==> src/rtl/core/assert_macros.svh <==
// Assertion macros shared by the RTL files that check their own behaviour.
// Each macro expects signals named clk and arst_n in the scope where it is used.
`ifndef ASSERT_MACROS_SVH
`define ASSERT_MACROS_SVH

// The consequent must hold in the same cycle as the antecedent.
`define AST_IMP(lbl, ante, cons) \
	lbl: assert property (@(posedge clk) disable iff (!arst_n) (ante) |-> (cons)) \
		else $error("assertion failed");

// The consequent must hold in the cycle after the antecedent.
`define AST_NEXT(lbl, ante, cons) \
	lbl: assert property (@(posedge clk) disable iff (!arst_n) (ante) |=> (cons)) \
		else $error("assertion failed");

`endif

==> src/rtl/core/ntsp_pkg.sv <==
// Shared types, codes and helper functions of the NMEA time sentence parser.
// No dependencies; used by the front, queue, back and top-level files.
package ntsp_pkg;

	localparam int MAX_LEN_DEFAULT     = 128;
	localparam int QUEUE_DEPTH_DEFAULT = 2;

	localparam logic [7:0] CH_DOLLAR = 8'h24;
	localparam logic [7:0] CH_STAR   = 8'h2A;
	localparam logic [7:0] CH_COMMA  = 8'h2C;
	localparam logic [7:0] CH_LF     = 8'h0A;
	localparam logic [7:0] CH_CR     = 8'h0D;
	localparam logic [7:0] CH_A      = 8'h41;
	localparam logic [7:0] CH_ZERO   = 8'h30;

	typedef enum logic [2:0] {
		OUT_ZDA      = 3'd0,
		OUT_GGA      = 3'd1,
		OUT_RMC      = 3'd2,
		OUT_BAD_SUM  = 3'd3,
		OUT_OTHER    = 3'd4,
		OUT_TOO_LONG = 3'd5
	} outcome_t;

	typedef enum logic [1:0] {
		ACT_KEEP  = 2'd0,
		ACT_LOAD  = 2'd1,
		ACT_CLEAR = 2'd2
	} clock_action_t;

	typedef enum logic [1:0] {
		SRC_NONE = 2'd0,
		SRC_ZDA  = 2'd1,
		SRC_GGA  = 2'd2,
		SRC_RMC  = 2'd3
	} fix_mode_t;

	// One received character together with its classification.
	typedef struct packed {
		logic [7:0] data;
		logic       is_dollar;
		logic       is_star;
		logic       is_comma;
		logic       is_lf;
		logic       is_digit;
		logic       hex_ok;
		logic [3:0] hex;
	} word_t;

	// Expected header character at position pos for candidate cand
	// (0 ZDA, 1 GGA, 2 RMC).
	function automatic logic [7:0] hdr_char(input logic [1:0] cand, input logic [2:0] pos);
		logic [7:0] c;
		c = 8'h00;
		unique case (pos)
			3'd0: c = CH_DOLLAR;
			3'd1: c = 8'h47;
			3'd2: c = 8'h50;
			3'd3: c = (cand == 2'd0) ? 8'h5A : (cand == 2'd1) ? 8'h47 : 8'h52;
			3'd4: c = (cand == 2'd0) ? 8'h44 : (cand == 2'd1) ? 8'h47 : 8'h4D;
			3'd5: c = (cand == 2'd2) ? 8'h43 : 8'h41;
			3'd6: c = CH_COMMA;
			default: c = 8'h00;
		endcase
		return c;
	endfunction

	// Decimal accumulate of a two-digit group, saturating at 99.
	function automatic logic [6:0] acc99(input logic [6:0] g, input logic [3:0] d);
		logic [10:0] v;
		v = {4'd0, g} * 11'd10 + {7'd0, d};
		return (v > 11'd99) ? 7'd99 : v[6:0];
	endfunction

endpackage

==> src/rtl/core/ntsp_front.sv <==
// Front end: takes received bytes, drops carriage returns and classifies the rest.
// Depends on ntsp_pkg for the word type and character codes.
module ntsp_front import ntsp_pkg::*; (
	input  logic       clk,
	input  logic       arst_n,
	input  logic [7:0] rx_byte,
	input  logic       in_valid,
	output logic       in_ready,
	output word_t      word,
	output logic       word_valid,
	input  logic       word_ready
);

	word_t word_c;
	word_t word_s1;
	logic  valid_s1;

	always_comb begin
		word_c.data      = rx_byte;
		word_c.is_dollar = (rx_byte == CH_DOLLAR);
		word_c.is_star   = (rx_byte == CH_STAR);
		word_c.is_comma  = (rx_byte == CH_COMMA);
		word_c.is_lf     = (rx_byte == CH_LF);
		word_c.is_digit  = (rx_byte >= 8'h30) && (rx_byte <= 8'h39);
		word_c.hex_ok    = 1'b1;
		word_c.hex       = 4'd0;
		priority if (word_c.is_digit) begin
			word_c.hex = rx_byte[3:0];
		end else if ((rx_byte >= 8'h41 && rx_byte <= 8'h46)
				|| (rx_byte >= 8'h61 && rx_byte <= 8'h66)) begin
			word_c.hex = rx_byte[3:0] + 4'd9;
		end else begin
			word_c.hex_ok = 1'b0;
		end
	end

	assign in_ready   = !valid_s1 || word_ready;
	assign word       = word_s1;
	assign word_valid = valid_s1;

	always_ff @(posedge clk or negedge arst_n) begin
		if (!arst_n) begin
			valid_s1 <= 1'b0;
		end else if (in_valid && in_ready) begin
			// A carriage return changes nothing downstream, so it never enters the queue.
			valid_s1 <= (rx_byte != CH_CR);
		end else if (word_ready) begin
			valid_s1 <= 1'b0;
		end
	end

	always_ff @(posedge clk) begin
		if (in_valid && in_ready) begin
			word_s1 <= word_c;
		end
	end

endmodule

==> src/rtl/core/ntsp_queue.sv <==
// Short first-in first-out queue of classified words between front and back.
// Depends on ntsp_pkg for the word type.
module ntsp_queue import ntsp_pkg::*; #(
	parameter int DEPTH = QUEUE_DEPTH_DEFAULT
) (
	input  logic  clk,
	input  logic  arst_n,
	input  word_t push_word,
	input  logic  push_valid,
	output logic  push_ready,
	output word_t pop_word,
	output logic  pop_valid,
	input  logic  pop_ready
);

	localparam int PW = (DEPTH > 1) ? $clog2(DEPTH) : 1;
	localparam int CW = $clog2(DEPTH + 1);

	word_t          store_q [DEPTH];
	logic [PW-1:0]  wr_q;
	logic [PW-1:0]  rd_q;
	logic [CW-1:0]  count_q;
	logic           push;
	logic           pop;

	assign push_ready = (count_q != CW'(DEPTH));
	assign pop_valid  = (count_q != '0);
	assign pop_word   = store_q[rd_q];
	assign push       = push_valid && push_ready;
	assign pop        = pop_valid && pop_ready;

	always_ff @(posedge clk or negedge arst_n) begin
		if (!arst_n) begin
			wr_q    <= '0;
			rd_q    <= '0;
			count_q <= '0;
		end else begin
			if (push) begin
				wr_q <= (wr_q == PW'(DEPTH - 1)) ? '0 : wr_q + 1'b1;
			end
			if (pop) begin
				rd_q <= (rd_q == PW'(DEPTH - 1)) ? '0 : rd_q + 1'b1;
			end
			unique case ({push, pop})
				2'b10:   count_q <= count_q + 1'b1;
				2'b01:   count_q <= count_q - 1'b1;
				default: count_q <= count_q;
			endcase
		end
	end

	always_ff @(posedge clk) begin
		if (push) begin
			store_q[wr_q] <= push_word;
		end
	end

endmodule

==> src/rtl/core/ntsp_back.sv <==
// Back end: sentence state, field decoding, report generation and output register.
// Depends on ntsp_pkg for the word type, codes and helper functions.
module ntsp_back import ntsp_pkg::*; #(
	parameter int MAX_SENTENCE_LEN = MAX_LEN_DEFAULT
) (
	input  logic        clk,
	input  logic        arst_n,
	input  word_t       word,
	input  logic        word_valid,
	output logic        word_ready,
	output logic        out_valid,
	input  logic        out_ready,
	output logic [2:0]  outcome,
	output logic [1:0]  clock_action,
	output logic        fix_ok,
	output logic        zda_locked,
	output logic [6:0]  hours,
	output logic [6:0]  minutes,
	output logic [6:0]  seconds,
	output logic        date_present,
	output logic [6:0]  day,
	output logic [6:0]  month,
	output logic [13:0] year
);

	typedef struct packed {
		logic [7:0]  cc;
		logic [7:0]  xsum;
		logic [3:0]  fi;
		logic [2:0]  pos;
		logic [2:0]  hm;
		logic        star;
		logic [7:0]  sent_ck;
		logic [1:0]  hc;
		logic [20:0] tdig;
		logic [27:0] ddig;
		logic [3:0]  qual;
		logic        status;
		logic        ov;
		logic        run;
	} sent_t;

	localparam sent_t SENT_RESET = '{
		cc: 8'd0, xsum: 8'd0, fi: 4'd0, pos: 3'd0, hm: 3'b111, star: 1'b0,
		sent_ck: 8'd0, hc: 2'd0, tdig: 21'd0, ddig: 28'd0, qual: 4'd0,
		status: 1'b0, ov: 1'b0, run: 1'b1
	};

	sent_t       sen_q;
	sent_t       base;
	sent_t       sen_n;
	fix_mode_t   mode_q;
	fix_mode_t   mode_n;
	logic        fixv_q;
	logic        fixv_n;
	logic        out_valid_q;
	logic        report;
	logic        take;
	outcome_t    oc;
	clock_action_t act;
	logic [3:0]  dval;
	logic [17:0] yr_acc;
	logic [7:0]  q_acc;

	logic [2:0]  outcome_q;
	logic [1:0]  action_q;
	logic        fix_ok_q;
	logic        locked_q;
	logic [20:0] tdig_q;
	logic        date_q;
	logic [27:0] ddig_q;

	// A line feed that closes a non-empty sentence needs the output register.
	assign report     = word.is_lf && (sen_q.cc != 8'd0);
	assign word_ready = !report || !out_valid_q || out_ready;
	assign take       = word_valid && word_ready;
	assign dval       = word.data[3:0];

	always_comb begin
		base   = word.is_dollar ? SENT_RESET : sen_q;
		sen_n  = base;
		mode_n = mode_q;
		fixv_n = fixv_q;
		act    = ACT_KEEP;
		oc     = OUT_OTHER;
		yr_acc = {4'd0, base.ddig[13:0]} * 18'd10 + {14'd0, dval};
		q_acc  = {4'd0, base.qual} * 8'd10 + {4'd0, dval};

		if (word.is_lf) begin
			priority if (sen_q.ov) begin
				oc = OUT_TOO_LONG;
			end else if (!(sen_q.star && sen_q.hc == 2'd2 && sen_q.sent_ck == sen_q.xsum)) begin
				oc = OUT_BAD_SUM;
			end else if (sen_q.cc >= 8'd7 && sen_q.hm[0]) begin
				oc = OUT_ZDA;
			end else if (sen_q.cc >= 8'd7 && sen_q.hm[1]) begin
				oc = OUT_GGA;
			end else if (sen_q.cc >= 8'd7 && sen_q.hm[2]) begin
				oc = OUT_RMC;
			end else begin
				oc = OUT_OTHER;
			end

			if (oc == OUT_ZDA) begin
				mode_n = SRC_ZDA;
				act    = ACT_LOAD;
			end else if (oc == OUT_GGA || oc == OUT_RMC) begin
				fixv_n = (oc == OUT_GGA) ? (sen_q.qual != 4'd0) : sen_q.status;
				// Once a ZDA has been taken, GGA and RMC only update the fix flag.
				if (mode_q != SRC_ZDA) begin
					mode_n = (oc == OUT_GGA) ? SRC_GGA : SRC_RMC;
					act    = fixv_n ? ACT_LOAD : ACT_CLEAR;
				end
			end
			sen_n = SENT_RESET;
		end else begin
			if (base.cc >= 8'(MAX_SENTENCE_LEN)) begin
				sen_n.ov = 1'b1;
			end
			if (base.cc < 8'd7) begin
				for (int c = 0; c < 3; c++) begin
					if (hdr_char(2'(c), base.cc[2:0]) != word.data) begin
						sen_n.hm[c] = 1'b0;
					end
				end
			end

			if (base.star) begin
				if (!base.hc[1] && word.hex_ok) begin
					sen_n.sent_ck = {base.sent_ck[3:0], word.hex};
					sen_n.hc      = base.hc + 2'd1;
				end else begin
					sen_n.hc = 2'd3;
				end
			end else if (word.is_star) begin
				sen_n.star = 1'b1;
			end else begin
				if (base.cc != 8'd0) begin
					sen_n.xsum = base.xsum ^ word.data;
				end
				if (word.is_comma) begin
					if (base.fi != 4'd15) begin
						sen_n.fi = base.fi + 4'd1;
					end
					sen_n.pos = 3'd0;
					sen_n.run = 1'b1;
				end else if (base.fi != 4'd0) begin
					if (!word.is_digit) begin
						sen_n.run = 1'b0;
					end
					if (base.fi == 4'd2 && base.pos == 3'd0 && word.data == CH_A) begin
						sen_n.status = 1'b1;
					end
					// Only the leading run of digits of a field is accumulated.
					if (word.is_digit && base.run) begin
						priority if (base.fi == 4'd1) begin
							unique case (base.pos[2:1])
								2'd0: sen_n.tdig[20:14] = acc99(base.tdig[20:14], dval);
								2'd1: sen_n.tdig[13:7]  = acc99(base.tdig[13:7], dval);
								2'd2: sen_n.tdig[6:0]   = acc99(base.tdig[6:0], dval);
								default: sen_n.tdig = base.tdig;
							endcase
						end else if (base.fi == 4'd2) begin
							sen_n.ddig[27:21] = acc99(base.ddig[27:21], dval);
						end else if (base.fi == 4'd3) begin
							sen_n.ddig[20:14] = acc99(base.ddig[20:14], dval);
						end else if (base.fi == 4'd4) begin
							sen_n.ddig[13:0] = (yr_acc > 18'd9999) ? 14'd9999 : yr_acc[13:0];
						end else if (base.fi == 4'd6) begin
							sen_n.qual = (q_acc > 8'd15) ? 4'd15 : q_acc[3:0];
						end else begin
							sen_n.qual = base.qual;
						end
					end
					if (base.pos != 3'd7) begin
						sen_n.pos = base.pos + 3'd1;
					end
				end
			end
			if (base.cc != 8'd255) begin
				sen_n.cc = base.cc + 8'd1;
			end
		end
	end

	always_ff @(posedge clk or negedge arst_n) begin
		if (!arst_n) begin
			sen_q       <= SENT_RESET;
			mode_q      <= SRC_NONE;
			fixv_q      <= 1'b0;
			out_valid_q <= 1'b0;
		end else begin
			if (take) begin
				sen_q  <= sen_n;
				mode_q <= mode_n;
				fixv_q <= fixv_n;
			end
			if (take && report) begin
				out_valid_q <= 1'b1;
			end else if (out_ready) begin
				out_valid_q <= 1'b0;
			end
		end
	end

	always_ff @(posedge clk) begin
		if (take && report) begin
			outcome_q <= oc;
			action_q  <= act;
			fix_ok_q  <= fixv_n;
			locked_q  <= (mode_n == SRC_ZDA);
			tdig_q    <= (oc == OUT_ZDA || oc == OUT_GGA || oc == OUT_RMC) ? sen_q.tdig : '0;
			date_q    <= (oc == OUT_ZDA);
			ddig_q    <= (oc == OUT_ZDA) ? sen_q.ddig : '0;
		end
	end

	assign out_valid    = out_valid_q;
	assign outcome      = outcome_q;
	assign clock_action = action_q;
	assign fix_ok       = fix_ok_q;
	assign zda_locked   = locked_q;
	assign hours        = tdig_q[20:14];
	assign minutes      = tdig_q[13:7];
	assign seconds      = tdig_q[6:0];
	assign date_present = date_q;
	assign day          = ddig_q[27:21];
	assign month        = ddig_q[20:14];
	assign year         = ddig_q[13:0];

endmodule

==> src/rtl/core/nmea_time_sentence_parser.sv <==
// NMEA time sentence parser: one received character enters per word, and a report
// leaves for each line feed that closes a non-empty sentence. The block takes one
// word every clock cycle unless a full queue holds it off; an accepted character
// passes the classification register and then the queue before it reaches the
// sentence state, and the report of a closing line feed enters an output register on
// the edge that updates the sentence state. The back end takes one queued word a cycle
// and halts only when a closing line feed finds the previous report still untaken,
// while the queue of QUEUE_DEPTH words lets input continue meanwhile.
`include "assert_macros.svh"

module nmea_time_sentence_parser import ntsp_pkg::*; #(
	parameter int MAX_SENTENCE_LEN = MAX_LEN_DEFAULT,
	parameter int QUEUE_DEPTH      = QUEUE_DEPTH_DEFAULT
) (
	input  logic        clk,
	input  logic        arst_n,
	input  logic [7:0]  rx_byte,
	input  logic        in_valid,
	output logic        in_ready,
	output logic        out_valid,
	input  logic        out_ready,
	output logic [2:0]  outcome,
	output logic [1:0]  clock_action,
	output logic        fix_ok,
	output logic        zda_locked,
	output logic [6:0]  hours,
	output logic [6:0]  minutes,
	output logic [6:0]  seconds,
	output logic        date_present,
	output logic [6:0]  day,
	output logic [6:0]  month,
	output logic [13:0] year
);

	word_t f_word;
	logic  f_valid;
	logic  f_ready;
	word_t q_word;
	logic  q_valid;
	logic  q_ready;

	ntsp_front u_front (
		.clk        (clk),
		.arst_n     (arst_n),
		.rx_byte    (rx_byte),
		.in_valid   (in_valid),
		.in_ready   (in_ready),
		.word       (f_word),
		.word_valid (f_valid),
		.word_ready (f_ready)
	);

	ntsp_queue #(
		.DEPTH (QUEUE_DEPTH)
	) u_queue (
		.clk        (clk),
		.arst_n     (arst_n),
		.push_word  (f_word),
		.push_valid (f_valid),
		.push_ready (f_ready),
		.pop_word   (q_word),
		.pop_valid  (q_valid),
		.pop_ready  (q_ready)
	);

	ntsp_back #(
		.MAX_SENTENCE_LEN (MAX_SENTENCE_LEN)
	) u_back (
		.clk          (clk),
		.arst_n       (arst_n),
		.word         (q_word),
		.word_valid   (q_valid),
		.word_ready   (q_ready),
		.out_valid    (out_valid),
		.out_ready    (out_ready),
		.outcome      (outcome),
		.clock_action (clock_action),
		.fix_ok       (fix_ok),
		.zda_locked   (zda_locked),
		.hours        (hours),
		.minutes      (minutes),
		.seconds      (seconds),
		.date_present (date_present),
		.day          (day),
		.month        (month),
		.year         (year)
	);

	// Error and foreign sentences never touch the clock or carry time fields.
	`AST_IMP(a_err_keeps, out_valid && outcome > 3'd2,
		clock_action == ACT_KEEP && hours == 7'd0 && minutes == 7'd0 && seconds == 7'd0)
	// Only a ZDA report carries a date, and it always loads and locks.
	`AST_IMP(a_date_zda, out_valid && date_present,
		outcome == OUT_ZDA && zda_locked && clock_action == ACT_LOAD)
	// Clearing the time follows only from an invalid fix.
	`AST_IMP(a_clear_nofix, out_valid && clock_action == ACT_CLEAR, !fix_ok && !zda_locked)
	// Once locked, a later report stays locked.
	`AST_NEXT(a_lock_holds, out_valid && out_ready && zda_locked, !out_valid || zda_locked)

endmodule
==> config.mk <==
export PLATFORM = sky130hd
export DESIGN_NAME = nmea_time_sentence_parser
export DESIGN_NICKNAME = d
export VERILOG_FILES = /design/src/rtl/core/ntsp_pkg.sv /design/src/rtl/core/ntsp_front.sv /design/src/rtl/core/ntsp_queue.sv /design/src/rtl/core/ntsp_back.sv /design/src/rtl/core/nmea_time_sentence_parser.sv
export VERILOG_INCLUDE_DIRS = /design/src /design/src/rtl/core
export SDC_FILE = /design/constraint.sdc
export NUM_CORES = 1
export LEC_CHECK = 0
export ABC_AREA = 1
export BUFFER_PORTS_ARGS = -buffer_cell sky130_fd_sc_hd__buf_2
export CAP_MARGIN = 10
export CELL_PAD_IN_SITES_DETAIL_PLACEMENT = 0
export CELL_PAD_IN_SITES_GLOBAL_PLACEMENT = 1
export CORE_ASPECT_RATIO = 0.5
export CORE_MARGIN = 2
export CORE_UTILIZATION = 47
export DETAILED_ROUTE_END_ITERATION = 10
export HOLD_SLACK_MARGIN = 0.08
export PLACE_DENSITY = 0.92
export SLEW_MARGIN = 20
export SYNTH_ARGS = -nofsm -noshare
export SYNTH_HDL_FRONTEND = slang
export SYNTH_SLANG_ARGS = --single-unit
==> constraint.sdc <==
create_clock -name clk -period 4.75 [get_ports clk]
set_input_delay 1.425 -clock clk [delete_from_list [all_inputs] [get_ports clk]]
set_output_delay 1.425 -clock clk [all_outputs]
set_load 0.005 [all_outputs]
==> results of run 1 <==
==> cell type report <==
cell class | count | area [µm²] | share of cell area
clock buffer | 26 | 596.8 | 0.03521
inverter | 324 | 1219 | 0.07190
clock inverter | 15 | 177.7 | 0.01048
tap | 432 | 540.5 | 0.03189
sequential | 213 | 5891 | 0.3476
multi-input combinational | 1415 | 7984 | 0.4711
timing repair buffer | 95 | 540.5 | 0.03189
==> critical path, cell delays in order (launching register included) <==
cell and delay, ns:
sky130_fd_sc_hd__dfrtp_1 0.40, sky130_fd_sc_hd__inv_2 0.05, sky130_fd_sc_hd__nand2_1 0.16, sky130_fd_sc_hd__nand2_4 0.20
sky130_fd_sc_hd__nor2_1 0.22, sky130_fd_sc_hd__inv_1 0.10, sky130_fd_sc_hd__nor2_1 0.12, sky130_fd_sc_hd__buf_4 0.15
sky130_fd_sc_hd__nor2_1 0.04, sky130_fd_sc_hd__ha_1 0.27, sky130_fd_sc_hd__fa_1 0.46, sky130_fd_sc_hd__nand3_1 0.15
sky130_fd_sc_hd__nand3_1 0.10, sky130_fd_sc_hd__nand2_2 0.11, sky130_fd_sc_hd__nand3_1 0.07, sky130_fd_sc_hd__nor2_1 0.26
sky130_fd_sc_hd__nand4_1 0.16, sky130_fd_sc_hd__a21oi_1 0.17, sky130_fd_sc_hd__nand2_1 0.06, sky130_fd_sc_hd__nand2_1 0.43
sky130_fd_sc_hd__and3_2 0.32, sky130_fd_sc_hd__nand2_1 0.05, sky130_fd_sc_hd__nand3_1 0.06, sky130_fd_sc_hd__o21ai_1 0.07
==> state kept, by name (all words and copies together), names as in the netlist <==
| signal | flops |
|---|---|
| u_front.word | 18 |
| u_back.outcome | 3 |
| u_back.tdig_q | 21 |
| u_back.sen_q | 93 |
| u_queue.wr_q | 1 |
| u_back.fix_ok | 1 |
| u_back.out_valid | 1 |
| u_back.clock_action | 2 |
| u_back.mode_q | 2 |
| u_back.fixv_q | 1 |
| u_back.ddig_q | 28 |
| u_back.date_present | 1 |
| u_queue.rd_q | 1 |
| u_queue.count_q | 2 |
| u_queue.store_q | 36 |
| u_front.word_valid | 1 |
| u_back.zda_locked | 1 |
==> through the flow <==
stage	util	cells	worst slack, ns	total power (W)
2_1_floorplan	-	2004	0.7346	0.005765
3_3_place_gp	0.5063	2479	0.6174	0.007020
3_5_place_dp	0.5063	2479	0.4977	0.007087
4_1_cts	0.5306	2520	0.4335	0.008975
5_1_grt	0.5306	2520	0.01529	0.009607
6_report	0.5306	2520	0.3941	0.008963
==> cell usage after synthesis (5+ instances only) <==
| master | n |
|---|---|
| sky130_fd_sc_hd__a31oi_1 | 12 |
| sky130_fd_sc_hd__xor2_1 | 50 |
| sky130_fd_sc_hd__buf_2 | 10 |
| sky130_fd_sc_hd__o22ai_1 | 40 |
| sky130_fd_sc_hd__inv_2 | 9 |
| sky130_fd_sc_hd__o32ai_1 | 8 |
| sky130_fd_sc_hd__nand3_2 | 10 |
| sky130_fd_sc_hd__nor2_1 | 282 |
| sky130_fd_sc_hd__nand2_2 | 18 |
| sky130_fd_sc_hd__a21oi_1 | 85 |
| sky130_fd_sc_hd__nand3b_1 | 5 |
| sky130_fd_sc_hd__inv_1 | 314 |
| sky130_fd_sc_hd__o211ai_1 | 16 |
| sky130_fd_sc_hd__xnor2_1 | 7 |
| sky130_fd_sc_hd__edfxtp_1 | 111 |
| sky130_fd_sc_hd__clkbuf_1 | 30 |
| sky130_fd_sc_hd__or2_2 | 15 |
| sky130_fd_sc_hd__nor4_1 | 10 |
| sky130_fd_sc_hd__ha_1 | 105 |
| sky130_fd_sc_hd__dfrtp_1 | 98 |
| sky130_fd_sc_hd__nand2_1 | 396 |
| sky130_fd_sc_hd__nand4_1 | 34 |
| sky130_fd_sc_hd__o21ai_1 | 7 |
| sky130_fd_sc_hd__nor3_1 | 23 |
| sky130_fd_sc_hd__nand3_1 | 74 |
| sky130_fd_sc_hd__a22oi_1 | 5 |
| sky130_fd_sc_hd__fa_1 | 13 |
| sky130_fd_sc_hd__nor2_4 | 5 |
| sky130_fd_sc_hd__o21ai_0 | 145 |
| sky130_fd_sc_hd__nor2_2 | 9 |
==> power by group through the flow <==
stage / Combinational [W] / Clock, W / Sequential (W)
finish: 0.00439 / 0.00186 / 0.00271
global route: 0.00488 / 0.00196 / 0.00276
CTS: 0.00436 / 0.00190 / 0.00272
detailed placement: 0.00434 / 0 / 0.00275
global placement: 0.00429 / 0 / 0.00273
floorplan: 0.00304 / 0 / 0.00273
==> final timing paths <==
check / start / to / slack (ns) / cells past startpoint
max in group asynchronous: arst_n / u_back.sen_q[68] / 2.84 / 2
max reg2reg: u_queue.rd_q / u_back.sen_q[7] / 0.39 / 23
min in group asynchronous: arst_n / u_queue.count_q[1] / 0.98 / 1
max: u_queue.rd_q / u_back.sen_q[7] / 0.39 / 23
min reg2reg: u_front.word[16] / u_queue.store_q[1][16] / 0.44 / 0
min: u_front.word[16] / u_queue.store_q[1][16] / 0.44 / 0
==> kinds of logic (layout without fill, tap and decap cells) <==
logic type	Yosys count	in the layout	share of synthesized area
mux	3	3	0.001953
fa+ha+maj	118	118	0.1024
flops	213	213	0.3832
simple gates	895	895	0.2550
buf+inv	376	460	0.09815
compound gates	342	342	0.1269
xor+xnor	57	57	0.03247
==> per-layer routing <==
| layer | wire length, µm | global-route usage | up-vias |
|---|---|---|---|
| met5 | 0 | 0 | - |
| met4 | 660 | 0.04598 | 0 |
| met3 | 2275 | 0.03018 | 55 |
| met2 | 18110 | 0.3780 | 371 |
| met1 | 18820 | 0.3351 | 6267 |
| li1 | - | - | 6706 |
==> run summary, run 1 <==
STATUS
-------------------------------------------------------------------------------------
Status                                                                   finished, final reports clean

POWER AND IR DROP
-------------------------------------------------------------------------------------
Pleak                                                                        7.810 nW
Clock group share of total power                                                0.208
Switching power of the nets                                                0.004043 W
Pint                                                                       0.004920 W
Pwr/cell area                                                            528.8 nW/µm²
Fraction of power spent switching nets                                         0.4511
Combinational share of power                                                    0.490
Worst-case vdd ir drop                                                       451.7 µV
Fraction of power consumed by sequential logic                                  0.303

DRT
-------------------------------------------------------------------------------------
Detail-routed via count per cell                                                5.317
Residual antenna-violating net count after detailed routing                         0
Final routed DRC violation total                                                    0
Routed WL                                                                   39,870 µm
Iteration count of the initial detailed-routing pass                                5
Drt first-iter violations                                                       1,004
Routed via count                                                               13,400
Post-detailed-route wirelength per cell                                      15.82 µm

HOLD PATH
-------------------------------------------------------------------------------------
Hold Crit Class                                                          flop to flop

WORST SETUP PATH
-------------------------------------------------------------------------------------
Worst path arrival time                                                       4.75 ns
Element type at the critical path start                                          flop
Endpoint type of the worst setup path                                            flop
Critical Setup Path Class                                                flop to flop
Required time at the endpoint of the critical path                            5.15 ns
Maximum fanout count along the critical path                                       18

JOB
-------------------------------------------------------------------------------------
Maximum capacitance violations                                                      0

PLACED DESIGN
-------------------------------------------------------------------------------------
Post-detail-place hpwl                                                      29,020 µm
Final estimated routing congestion in global placement                         0.8975
Port Buffer Count                                                                  70
Placed cell areas                                                          16,170 µm²

FLOORPLANNING
-------------------------------------------------------------------------------------
Chip Width                                                                   259.8 µm
I/O pins                                                                           71
Number of rows created at floorplan                                                46
Effective utilization at floorplan                                             0.4813
DIE AREA                                                                   34,260 µm²
Area of the placeable core                                                 31,940 µm²
DIE HEIGHT                                                                   131.9 µm

SYNTH
-------------------------------------------------------------------------------------
Most instantiated flip-flop cell in the synthesis netlist                sky130_fd_sc_hd__edfxtp_1
Synth top area cells                                                     sky130_fd_sc_hd__edfxtp_1 22%, sky130_fd_sc_hd__dfrtp_1 16%, sky130_fd_sc_hd__nand2_1 9.7%
Share of the yosys chip area belonging to registers                            0.3832
Top-area cell type share of the netlist area                                   0.2168
Cell accounting for the most synthesized area                            sky130_fd_sc_hd__edfxtp_1
Netlist area before placement                                              15,370 µm²
Library cells used by synthesis                                                    64
Flip-flop and latch count after synthesis                                         213
Gate count of the mapped netlist                                                2,004
Post-Synthesis Mean Instance Area                                           7.671 µm²
Number of synthesized flops with an enable pin                                    111
Synthesized Nets                                                                2,134
Yosys warns                                                                         0
Ys async rst share                                                             0.4789

CELLS AND AREA
-------------------------------------------------------------------------------------
Post-layout net count                                                           2,202
Final antenna diode count                                                           0
Most frequent standard cell in the layout excluding fill and tap cells   sky130_fd_sc_hd__nand2_1
Post-route standard cell area excluding fillers                            16,950 µm²
Commonest cells after routing, fill and taps aside                       396 x sky130_fd_sc_hd__nand2_1, 312 x sky130_fd_sc_hd__inv_1, 280 x sky130_fd_sc_hd__nor2_1
Share of layout cells above drive strength 1                                   0.1044
P&R area growth vs syn                                                         10.25%
Fill count                                                                      3,026

CLOCK TREE
-------------------------------------------------------------------------------------
Number of H-tree branching levels                                                   1
Post-CTS setup buffer count                                                         0
Largest buffer count on any clock path                                              3
Quantity of gates resized following cts                                             0
Skew-Pair Late Insertion Delay                                                0.55 ns
Number of buffers inserted for hold repair after clock tree synthesis               0
Clock slew seen by the registers of the worst setup and hold paths            0.07 ns
TritonCTS buffer count                                                             23
Clock net sink count                                                              213
Cell at the root of the clock tree                                       sky130_fd_sc_hd__clkbuf_16
TritonCTS clock tree                                                             done

STA
-------------------------------------------------------------------------------------
Peak Freq                                                                  0.2296 GHz
Hold Violations, Final                                                              0
Final count of negative-setup-slack endpoints                                       0
Pins Over Slew Limit                                                                0
Worst clock skew on the final layout                                       0.01699 ns
Final cycle utilization of the critical path                                   0.9170
Setup repair after global routing missed its margin                             false
Period minus WS final                                                        4.356 ns
Transition time at the pin with the least slew margin                        1.026 ns
Post-route worst hold slack                                                 0.4413 ns
Relative slew slack                                                            0.3154
Fin Setup TNS                                                                    0 ns

GLOBAL ROUTE
-------------------------------------------------------------------------------------
Number of global-route vias before repair                                      12,830
Wire length of the first global-routing pass                                65,130 µm
Pin count of the biggest net entering global routing                               66
Overall overflow remaining after global route                                       0
Initial antenna violation count                                                     0
Global Route Usage Sum                                                         0.2331

(Power assumes the default switching activity.)
==> inputs of run 2 (changes only) <==
- PLACE_DENSITY: 0.92 -> 0.93
- SYNTH_HIERARCHICAL: default -> 1
==> run summary, run 2 <==
CELLS AND AREA
-------------------------------------------------------------------------------------
Fill count                                                                      3,127   +3.3%
Commonest cells after routing, fill and taps aside                       429 x sky130_fd_sc_hd__nand2_1, 300 x sky130_fd_sc_hd__inv_1, 279 x sky130_fd_sc_hd__nor2_1
Share of layout cells above drive strength 1                                   0.1008   -0.003558
P&R area growth vs syn                                                         9.933%
Most frequent standard cell in the layout excluding fill and tap cells   sky130_fd_sc_hd__nand2_1
Biggest register                                                         u_back/sen_q
Final antenna diode count                                                           0   unchanged
Flip-flop count of the largest register after layout                               93   unchanged
Registers with the highest flip-flop counts                              u_back/sen_q (93), u_queue/store_q (36), u_back/ddig_q (28)
Number of standard cells in the final layout excluding fillers                  2,554   +1.3%
Post-layout net count                                                           2,235   +1.5%

POWER AND IR DROP
-------------------------------------------------------------------------------------
Pleak                                                                        7.979 nW   +2.2%
Pint                                                                       0.005058 W   +2.8%
Pwr/cell area                                                            566.1 nW/µm²   +7.1%
Fraction of power spent switching nets                                         0.4741   +0.02302
Combinational share of power                                                    0.533   +0.043
Worst-case vdd ir drop                                                       346.0 µV   -23%
Clock group share of total power                                                0.177   -0.031
Switching power of the nets                                                0.004560 W   +13%
Fraction of power consumed by sequential logic                                  0.290   -0.013
Total power after layout                                                   0.009618 W   +7.3%

STA
-------------------------------------------------------------------------------------
Final count of negative-setup-slack endpoints                                       0   unchanged
Peak Freq                                                                  0.2386 GHz   +3.9%
Period minus WS final                                                        4.191 ns   -0.1645 ns
Transition time at the pin with the least slew margin                       0.8770 ns   -0.1488 ns
Post-route worst hold slack                                                 0.4433 ns   +0.002086 ns
Worst clock skew on the final layout                                       0.02390 ns   +0.006914 ns
Fin Setup TNS                                                                    0 ns   unchanged
Relative slew slack                                                            0.4139   +0.09852
Pins Over Slew Limit                                                                0   unchanged
Hold Violations, Final                                                              0   unchanged
Worst Setup Slack, final                                                    0.5586 ns   +0.1645 ns
Setup repair after global routing missed its margin                             false
Final cycle utilization of the critical path                                   0.8824   -0.03463

FLOORPLANNING
-------------------------------------------------------------------------------------
DIE HEIGHT                                                                   132.2 µm   +0.26%
Chip Width                                                                   260.4 µm   +0.26%
Effective utilization at floorplan                                             0.4830   +0.001676
I/O pins                                                                           71   unchanged
Number of rows created at floorplan                                                46   unchanged
Area of the placeable core                                                 32,000 µm²   +0.18%
DIE AREA                                                                   34,440 µm²   +0.52%

CLOCK TREE
-------------------------------------------------------------------------------------
TritonCTS buffer count                                                             22   -4.3%
Skew-Pair Late Insertion Delay                                                0.54 ns   about the same
Post-CTS setup buffer count                                                         0   unchanged
Number of buffers inserted for hold repair after clock tree synthesis               0   unchanged
Clock slew seen by the registers of the worst setup and hold paths            0.07 ns   about the same
Cell at the root of the clock tree                                       sky130_fd_sc_hd__clkbuf_16
Largest buffer count on any clock path                                              3   unchanged
Clock net sink count                                                              213   unchanged
Quantity of gates resized following cts                                             0   unchanged
TritonCTS clock tree                                                             done
Number of H-tree branching levels                                                   1   unchanged

SYNTH
-------------------------------------------------------------------------------------
Synthesized Nets                                                                2,176   +2.0%
Yosys warns                                                                         6   +6
Gate count of the mapped netlist                                                2,047   +2.1%
Top-area cell type share of the netlist area                                   0.2157   -0.001141
Dominant cell by count in the synthesized netlist                        sky130_fd_sc_hd__nand2_1
Synth top cells by count                                                 430 x sky130_fd_sc_hd__nand2_1, 301 x sky130_fd_sc_hd__inv_1, 281 x sky130_fd_sc_hd__nor2_1
Number of synthesized flops with an enable pin                                    111   unchanged
Post-Synthesis Mean Instance Area                                           7.550 µm²   -1.6%
Most instantiated flip-flop cell in the synthesis netlist                sky130_fd_sc_hd__edfxtp_1
Synth top area cells                                                     sky130_fd_sc_hd__edfxtp_1 22%, sky130_fd_sc_hd__dfrtp_1 16%, sky130_fd_sc_hd__nand2_1 10%
Ys async rst share                                                             0.4789   unchanged
Library cells used by synthesis                                                    64   unchanged
Flip-flop and latch count after synthesis                                         213   unchanged
Cell accounting for the most synthesized area                            sky130_fd_sc_hd__edfxtp_1
Netlist area before placement                                              15,450 µm²   +0.53%
Share of the yosys chip area belonging to registers                            0.3812   -0.002016

DRT
-------------------------------------------------------------------------------------
Routed WL                                                                   39,710 µm   -0.40%
Final routed DRC violation total                                                    0   unchanged
Routed via count                                                               13,660   +2.0%
Post-detailed-route wirelength per cell                                      15.55 µm   -1.7%
Detail-routed via count per cell                                                5.350   +0.61%
Drt first-iter violations                                                       1,175   +17%
Residual antenna-violating net count after detailed routing                         0   unchanged
Iteration count of the initial detailed-routing pass                                5   unchanged

WORST SETUP PATH
-------------------------------------------------------------------------------------
Critical Setup Path Class                                                flop to flop
Element type at the critical path start                                          flop
Worst path arrival time                                                       4.56 ns   -0.19 ns
Depth of the most critical reg-to-reg path                                         25   +8.7%
Worst reg2reg setup slack                                                     0.56 ns   +0.16 ns
Endpoint type of the worst setup path                                            flop
Required time at the endpoint of the critical path                            5.12 ns   -0.03 ns
Endpoint of the worst register-to-register path                          u_back/sen_q[8]
Reg2Reg Launch Point                                                     u_queue/rd_q
Maximum fanout count along the critical path                                       21   +3

PLACED DESIGN
-------------------------------------------------------------------------------------
Post-detail-place hpwl                                                      28,300 µm   -2.5%
Pre-CTS WS                                                                  0.6283 ns   +0.1307 ns
Port Buffer Count                                                                  70   unchanged
Final estimated routing congestion in global placement                         0.8931   -0.49%
Placed Cells incl. Taps                                                         2,514   +1.4%

JOB
-------------------------------------------------------------------------------------
Maximum capacitance violations                                                      0   unchanged

STATUS
-------------------------------------------------------------------------------------
Status                                                                   finished, final reports clean

HOLD PATH
-------------------------------------------------------------------------------------
Startpoint of the most critical hold path                                u_front/word[2]
Hold Path Sink                                                           u_queue/store_q[1][2]
Hold Crit Class                                                          flop to flop
WHS Path Cells                                                                      0   unchanged

GLOBAL ROUTE
-------------------------------------------------------------------------------------
Layer carrying the most global-route usage                                       met2
Initial antenna violation count                                                     0   unchanged
Global Route Usage Sum                                                         0.2331   about the same
Met1 routing resource usage after global routing                               0.3258   -0.009276
Met3 track demand over resource in global routing                             0.03787   +0.007689
Wire length of the first global-routing pass                                65,650 µm   +0.80%
Number of global-route vias before repair                                      13,020   +1.5%
Pin count of the biggest net entering global routing                               69   +4.5%
Overall overflow remaining after global route                                       0   unchanged
Met2 global-route usage                                                        0.3799   +0.001921

[run 2: area by class of cell]
type                       count  area, µm²  area share
multi-input combinational   1460       8125      0.4782
sequential                   213       5891      0.3467
inverter                     317       1195     0.07033
clock buffer                  27      579.3     0.03410
timing repair buffer          92      543.0     0.03196
tap                          432      540.5     0.03181
clock inverter                13      116.4    0.006849
[run 2: worst max-delay path by stage]
stage	from	end	slack (ns)
6_report	u_queue/rd_q	u_back/sen_q[8]	0.56
5_1_grt	u_queue/rd_q	u_back/sen_q[16]	0.12
4_1_cts	u_queue/rd_q	u_back/sen_q[8]	0.59
3_5_place_dp	u_queue/rd_q	u_back/sen_q[20]	0.63
3_3_place_gp	u_queue/rd_q	u_back/sen_q[20]	0.74
2_1_floorplan	u_queue/rd_q	u_back/sen_q[21]	0.44
[run 2: per-stage QoR]
step                utilization  area, µm²
global placement         0.5092      16290
floorplan                     -      15450
CTS                      0.5309      16990
global route             0.5309      16990
finish                   0.5309      16990
detailed placement       0.5092      16290
[run 2: metal layers]
| layer | routed length [µm] | vias to the layer above |
|---|---|---|
| li1 | - | 6836 |
| met1 | 18360 | 6419 |
| met2 | 18210 | 348 |
| met3 | 2262 | 60 |
| met4 | 879 | 0 |
| met5 | 0 | - |
[run 2: cell families after synthesis]
logic type,synth area share
xor gates and xnor gates,0.03004
adders and majority gates,0.1010
AOI/OAI and AO/OA,0.1345
and+or+nand+nor,0.2591
buffers and inverters,0.09423
DFF,0.3812
[run 2: power by group through the flow]
stage	Combinational [W]	Sequential [W]	Clock [W]
5_1_grt	0.00577	0.00284	0.00181
2_1_floorplan	0.00365	0.00280	0
3_5_place_dp	0.00505	0.00282	0
6_report	0.00513	0.00279	0.00170
4_1_cts	0.00508	0.00279	0.00173
3_3_place_gp	0.00501	0.00281	0
[run 2: critical path, cell delays in order (launching register included)]
cell and delay [ns]:
sky130_fd_sc_hd__dfrtp_1 0.40, sky130_fd_sc_hd__nand2_1 0.11, sky130_fd_sc_hd__nand2_4 0.20, sky130_fd_sc_hd__buf_4 0.31, sky130_fd_sc_hd__nor2_1 0.32, sky130_fd_sc_hd__inv_1 0.10
sky130_fd_sc_hd__nor2_1 0.19, sky130_fd_sc_hd__nor2_1 0.07, sky130_fd_sc_hd__ha_1 0.39, sky130_fd_sc_hd__inv_1 0.10, sky130_fd_sc_hd__nand2_2 0.11, sky130_fd_sc_hd__nand3_2 0.11
sky130_fd_sc_hd__nand2_1 0.10, sky130_fd_sc_hd__nand2_1 0.09, sky130_fd_sc_hd__nand2_2 0.11, sky130_fd_sc_hd__nor2_1 0.16, sky130_fd_sc_hd__nand3_2 0.10, sky130_fd_sc_hd__nor2_2 0.11
sky130_fd_sc_hd__nand2_1 0.05, sky130_fd_sc_hd__nand2_1 0.05, sky130_fd_sc_hd__nand2_1 0.05, sky130_fd_sc_hd__nor2_2 0.19, sky130_fd_sc_hd__and2_4 0.24, sky130_fd_sc_hd__nand2_4 0.08
sky130_fd_sc_hd__nor3_1 0.17, sky130_fd_sc_hd__o22ai_1 0.09
